<file path="config.mk">
export PLATFORM = sky130hd
export DESIGN_NAME = rsmm_ctrl
export DESIGN_NICKNAME = d
export VERILOG_FILES = /design/src/sv/assert_macros.svh /design/src/sv/rsmm_pkg.sv /design/src/sv/rsmm_ctrl.sv
export SDC_FILE = /design/constraint.sdc
export NUM_CORES = 1
export LEC_CHECK = 0
export BUFFER_PORTS_ARGS = -buffer_cell sky130_fd_sc_hd__buf_4
export CAP_MARGIN = 20
export CELL_PAD_IN_SITES_DETAIL_PLACEMENT = 1
export CELL_PAD_IN_SITES_GLOBAL_PLACEMENT = 2
export CORE_MARGIN = 3
export CORE_UTILIZATION = 19
export CTS_CLUSTER_DIAMETER = 60
export DETAILED_ROUTE_END_ITERATION = 8
export PLACE_DENSITY = 0.7
export SETUP_SLACK_MARGIN = 0.4
export SLEW_MARGIN = 20
export SYNTH_ARGS = -nofsm -noshare
export SYNTH_HDL_FRONTEND = slang
export SYNTH_SLANG_ARGS = --single-unit
</file>
<file path="constraint.sdc">
create_clock -name i_clk -period 1.75 [get_ports i_clk]
set_input_delay 0.35 -clock i_clk [delete_from_list [all_inputs] [get_ports i_clk]]
set_output_delay 0.35 -clock i_clk [all_outputs]
set_load 0.01 [all_outputs]
</file>
<file path="src/sv/assert_macros.svh">
// Assertion helpers shared by the RTL.
`ifndef ASSERT_MACROS_SVH
`define ASSERT_MACROS_SVH

`ifndef NO_ASSERTIONS
`define RSMM_ASSERT(lbl, clk, rst_n, prop, msg) \
    lbl: assert property (@(posedge clk) disable iff (!rst_n) prop) else $error(msg);
`define RSMM_NEVER(lbl, clk, rst_n, expr, msg) \
    lbl: assert property (@(posedge clk) disable iff (!rst_n) !(expr)) else $error(msg);
`else
`define RSMM_ASSERT(lbl, clk, rst_n, prop, msg)
`define RSMM_NEVER(lbl, clk, rst_n, expr, msg)
`endif

`endif

</file>
<file path="src/sv/rsmm_pkg.sv">
`default_nettype none

package rsmm_pkg;

    localparam int unsigned LEAVES_DEF = 1024;

    localparam int unsigned IDX_W  = 11;
    localparam int unsigned VAL_W  = 30;
    localparam int unsigned SUM_W  = 40;
    localparam int unsigned ADDR_W = 3;
    localparam int unsigned DATA_W = 32;

    localparam logic [VAL_W-1:0] VALUE_CAP = VAL_W'(1000000000);
    localparam logic [VAL_W-1:0] EMPTY_MIN = VAL_W'(1000000000);
    localparam logic [IDX_W-1:0] ACTIVE_SIZE_RST = IDX_W'(1024);

    localparam logic [0:0] REG_ACTIVE_SIZE = 1'b0;

    localparam logic REQ_WRITE = 1'b0;
    localparam logic REQ_QUERY = 1'b1;

    typedef struct packed {
        logic [SUM_W-1:0] sum;
        logic [VAL_W-1:0] max;
        logic [VAL_W-1:0] min;
    } t_node;

    typedef struct packed {
        logic load;
        logic clr;
        logic wleaf;
        logic wup;
        logic qstep;
        logic out_load;
    } t_cmd;

    typedef struct packed {
        logic clr_last;
        logic is_query;
        logic write_ok;
        logic q_nonempty;
        logic q_more;
        logic at_root;
        logic out_free;
    } t_sts;

endpackage

`default_nettype wire

</file>
<file path="src/sv/rsmm_ctrl.sv">
`default_nettype none

module rsmm_ctrl (
    input  logic            i_clk,
    input  logic            i_rst_n,
    input  logic            i_in_valid,
    output logic            o_in_ready,
    input  rsmm_pkg::t_sts  i_sts,
    output rsmm_pkg::t_cmd  o_cmd
);

    localparam logic [2:0] S_CLEAR  = 3'd0;
    localparam logic [2:0] S_IDLE   = 3'd1;
    localparam logic [2:0] S_START  = 3'd2;
    localparam logic [2:0] S_WLEAF  = 3'd3;
    localparam logic [2:0] S_WUP    = 3'd4;
    localparam logic [2:0] S_QRUN   = 3'd5;
    localparam logic [2:0] S_QOUT   = 3'd6;
    localparam logic [2:0] S_SPARE  = 3'd7;

    logic [2:0] r_state;
    logic [2:0] n_state;

    always_comb begin
        n_state = r_state;
        o_cmd   = '0;
        unique case (r_state)
            S_CLEAR: begin
                o_cmd.clr = 1'b1;
                if (i_sts.clr_last) begin
                    n_state = S_IDLE;
                end
            end
            S_IDLE: begin
                if (i_in_valid) begin
                    o_cmd.load = 1'b1;
                    n_state    = S_START;
                end
            end
            S_START: begin
                if (i_sts.is_query) begin
                    n_state = i_sts.q_nonempty ? S_QRUN : S_QOUT;
                end else begin
                    n_state = i_sts.write_ok ? S_WLEAF : S_IDLE;
                end
            end
            S_WLEAF: begin
                o_cmd.wleaf = 1'b1;
                n_state     = S_WUP;
            end
            S_WUP: begin
                o_cmd.wup = 1'b1;
                if (i_sts.at_root) begin
                    n_state = S_IDLE;
                end
            end
            S_QRUN: begin
                if (i_sts.q_more) begin
                    o_cmd.qstep = 1'b1;
                end else begin
                    n_state = S_QOUT;
                end
            end
            S_QOUT: begin
                if (i_sts.out_free) begin
                    o_cmd.out_load = 1'b1;
                    n_state        = S_IDLE;
                end
            end
            S_SPARE: begin
                n_state = S_IDLE;
            end
            default: begin
                n_state = S_IDLE;
            end
        endcase
    end

    always_ff @(posedge i_clk) begin
        if (!i_rst_n) begin
            r_state <= S_CLEAR;
        end else begin
            r_state <= n_state;
        end
    end

    assign o_in_ready = (r_state == S_IDLE);

endmodule

`default_nettype wire

</file>
==> summary.md <==
| Metric | Value |
|---|---|
| Max reg flops | `3` |
| TritonCTS clock tree | `built` |
| Die width | `45.3 µm` |
| Max-slew violation count | `0` |
| Pre-CTS setup slack | `208 ps` |
| WL/cell | `13.5 µm` |
| Reg2reg path depth | `4` |
| Largest net degree at the start of global routing | `10` |
| Leakage Power | `0.000250 µW` |
| Antenna diode instance count | `0` |
| Maximum vdd drop | `0.479 mV` |
| CTS clock-pin slew for the worst setup and hold paths | `30 ps` |
| Number of antenna violations at the first check in global routing | `0` |
| Terminus of the critical flop-to-flop path | `r_state[1]` |
| Switch Pwr | `356 µW` |
| Ys flop type | `dfxtp_1` |
| PortBufs | `16` |
| Core box area | `1380 µm²` |
| Final nets | `75` |
| Setup violators final | `0` |
| Top reg by flops | `r_state` |
| Post-synth EDFFs | `0` |
| Setup Skew | `0.209 ps` |
| CP max-delay cell | `dfxtp_4` |
| Area contributors post-synth | `dfxtp_1, nor2b_1, nor3b_1` |
| Peak Freq | `689 MHz` |
| Fill cell total of the finished layout | `172` |
| Clock tree buffer depth | `2` |
| Power per cell area | `1600 nW/µm²` |
| Starting Density | `0.213` |
| Max stage delay on crit path | `360 ps` |
| Worst hold path startpoint | `i_rst_n` |
| Reg2reg start | `r_state[2]` |
| Synth warnings | `0` |
| Layout area overhead | `88.5%` |
| Critical path capture point type | `output port` |
| Synthesized area | `294 µm²` |
| Final WS setup | `299 ps` |
| Synth top cells by count | `nor2_1, nor2b_1` |
| Crit path max-delay family | `flip-flops` |
| Synth Register Bits | `3` |
| Syn Area/Cell | `7.35 µm²` |
| Row Count | `13` |
| Clk_lat worst skew | `230 ps` |
| Unrepaired setup endpoints after global routing | `true` |
| DRC viols | `0` |
| Final wirelength | `1.06 mm` |
| Fin area | `554 µm²` |
| Seq pwr share | `0.200` |
| Final Core Density | `0.401` |
| Hold depth | `2` |
| Layout cell share with drive strength beyond 1 | `0.609` |
| Number of global-route vias before repair | `407` |
| FF/Latch Area | `71.3 µm²` |
| First-pass GRT wire length | `1.72 mm` |
| CP Buf/Inv Count | `2` |
| Slew margin rel. | `0.776` |
| Startpoint types | `flop` |
| Slew at the pin closest to its max-slew limit | `333 ps` |
| Comb power frac | `0.665` |
| DR pass1 iterations | `4` |
| Syn nets | `50` |
| Critical path class | `flop to output port` |
| Antenna-violating nets left | `0` |
| DRT iter0 DRCs | `5` |
| FFs w/ async S/R, synth | `0` |
| Seq/Total Area, Yosys | `0.204` |
| Min Hold Slack | `381 ps` |
| Netlist cell types | `22` |
| Internal power | `533 µW` |
| Via/cell ratio | `4.77` |
| Vias | `377` |
| Die Y | `45.3 µm` |
| Gr ovfl total | `0` |
| Clock power share | `0.135` |
| H-tree Lvls | `1` |
| Root Driver | `clkbuf_4` |
| Sinks on Clock Net | `3` |
| CTS Buf Count | `3` |
| Flop-to-flop setup slack | `330 ps` |
| WP data arrival | `1100 ps` |
| GRT Overall Usage | `0.118` |
| Post-DP Area | `435 µm²` |
| Sequence of cells on the critical path | `buf_6, nor3_4, and2_4, buf_6` |
| Registers with the most flip-flops | `r_state: 3 flops` |
| Area of the multi-input gates | `240 µm²` |
| Status | `complete, no violations` |
| Worst path most repeated cell | `buf_6` |
| Sw Share | `0.401` |
| Final Hold Viols | `0` |
| Hold EP | `r_state[0]` |
| Ratio of final minimum period to clock period | `0.829` |
| Final GP Congestion | `0.699` |
| CP max FO | `7` |
| Gate Count Post-Synth | `40` |
| Die ar. | `2060 µm²` |
| Largest area contributor in the netlist | `dfxtp_1` |
| Area share of the largest cell type after synthesis | `0.204` |
| Period minus WS final | `1450 ps` |
| Setup TNS | `0 ps` |
| I/O pins | `17` |
| Hold Crit Class | `input pin to flop` |
| WP data required | `1400 ps` |
| Max-cap violations | `0` |
[how the worst max path moves through the flow]
stage / startpoint / slack, ps / endpoint / depth (start not counted)
final: r_state[1] / 300 / o_cmd[5] / 4
after global routing: r_state[2] / 230 / r_state[1] / 5
after CTS: r_state[1] / 290 / o_cmd[5] / 4
after detailed placement: r_state[2] / 210 / r_state[1] / 4
after global placement: r_state[2] / 230 / r_state[0] / 4
after floorplan: r_state[0] / 410 / r_state[1] / 4
[area by class of cell]
class                           instances  share of cell area
Clock buffer                            4              0.0474
Multi-Input combinational cell         32               0.433
Tap cell                               15              0.0339
Timing Repair Buffer                   23               0.339
Inverter                                2              0.0181
Sequential cell                         3               0.129
[per-layer routing]
metal / part of all wire / GRT usage / vias up / wire length, µm
met3: 0.028 / 0.0359 / 0 / 30
met1: 0.47 / 0.133 / 174 / 498
met4: 0 / 0.0643 / 0 / 0
met2: 0.50 / 0.195 / 10 / 534
li1: - / - / 193 / -
met5: 0 / 0 / - / 0
[cell families (layout without fill, tap and decap cells)]
| family | count (synthesis) | in the layout | share of synthesized area |
|---|---|---|---|
| simple gates | 20 | 20 | 0.387 |
| compound gates | 12 | 12 | 0.319 |
| buf+inv | 5 | 29 | 0.0893 |
| flops | 3 | 3 | 0.204 |
[repair_timing]
| action | 4_1_cts | 5_1_grt |
|---|---|---|
| hold buffers | 0 | 0 |
| endpoints found under the setup margin | 9 | 9 |
| resized for setup | 10 | 8 |
| setup buffers | 4 | 1 |
| pin swaps | 1 | 2 |
[power by group through the flow]
stage	Sequential [µW]	Clock, µW	Combinational, µW
after floorplan	119	0	326
after global placement	162	0	442
after detailed placement	161	0	443
after CTS	175	126	524
after global routing	186	139	642
final	178	120	592
[layout by cell type (no fill, tap or decap), types with 2 or more instances in the layout]
master    instances
buf_4            19
nor2b_1           4
buf_6             4
nor2_1            3
o21ai_0           3
clkbuf_4          3
dfxtp_4           3
nor3b_2           2
nor3_1            2
nand2_1           2
a21o_1            2
o221a_1           2
[through the flow]
stage                     instances  total power, µW
after global routing             79              968
after global placement           70              604
after CTS                        78              825
final                            79              889
after floorplan                  40              444
after detailed placement         70              605
Power figures use the tool's default switching activity.
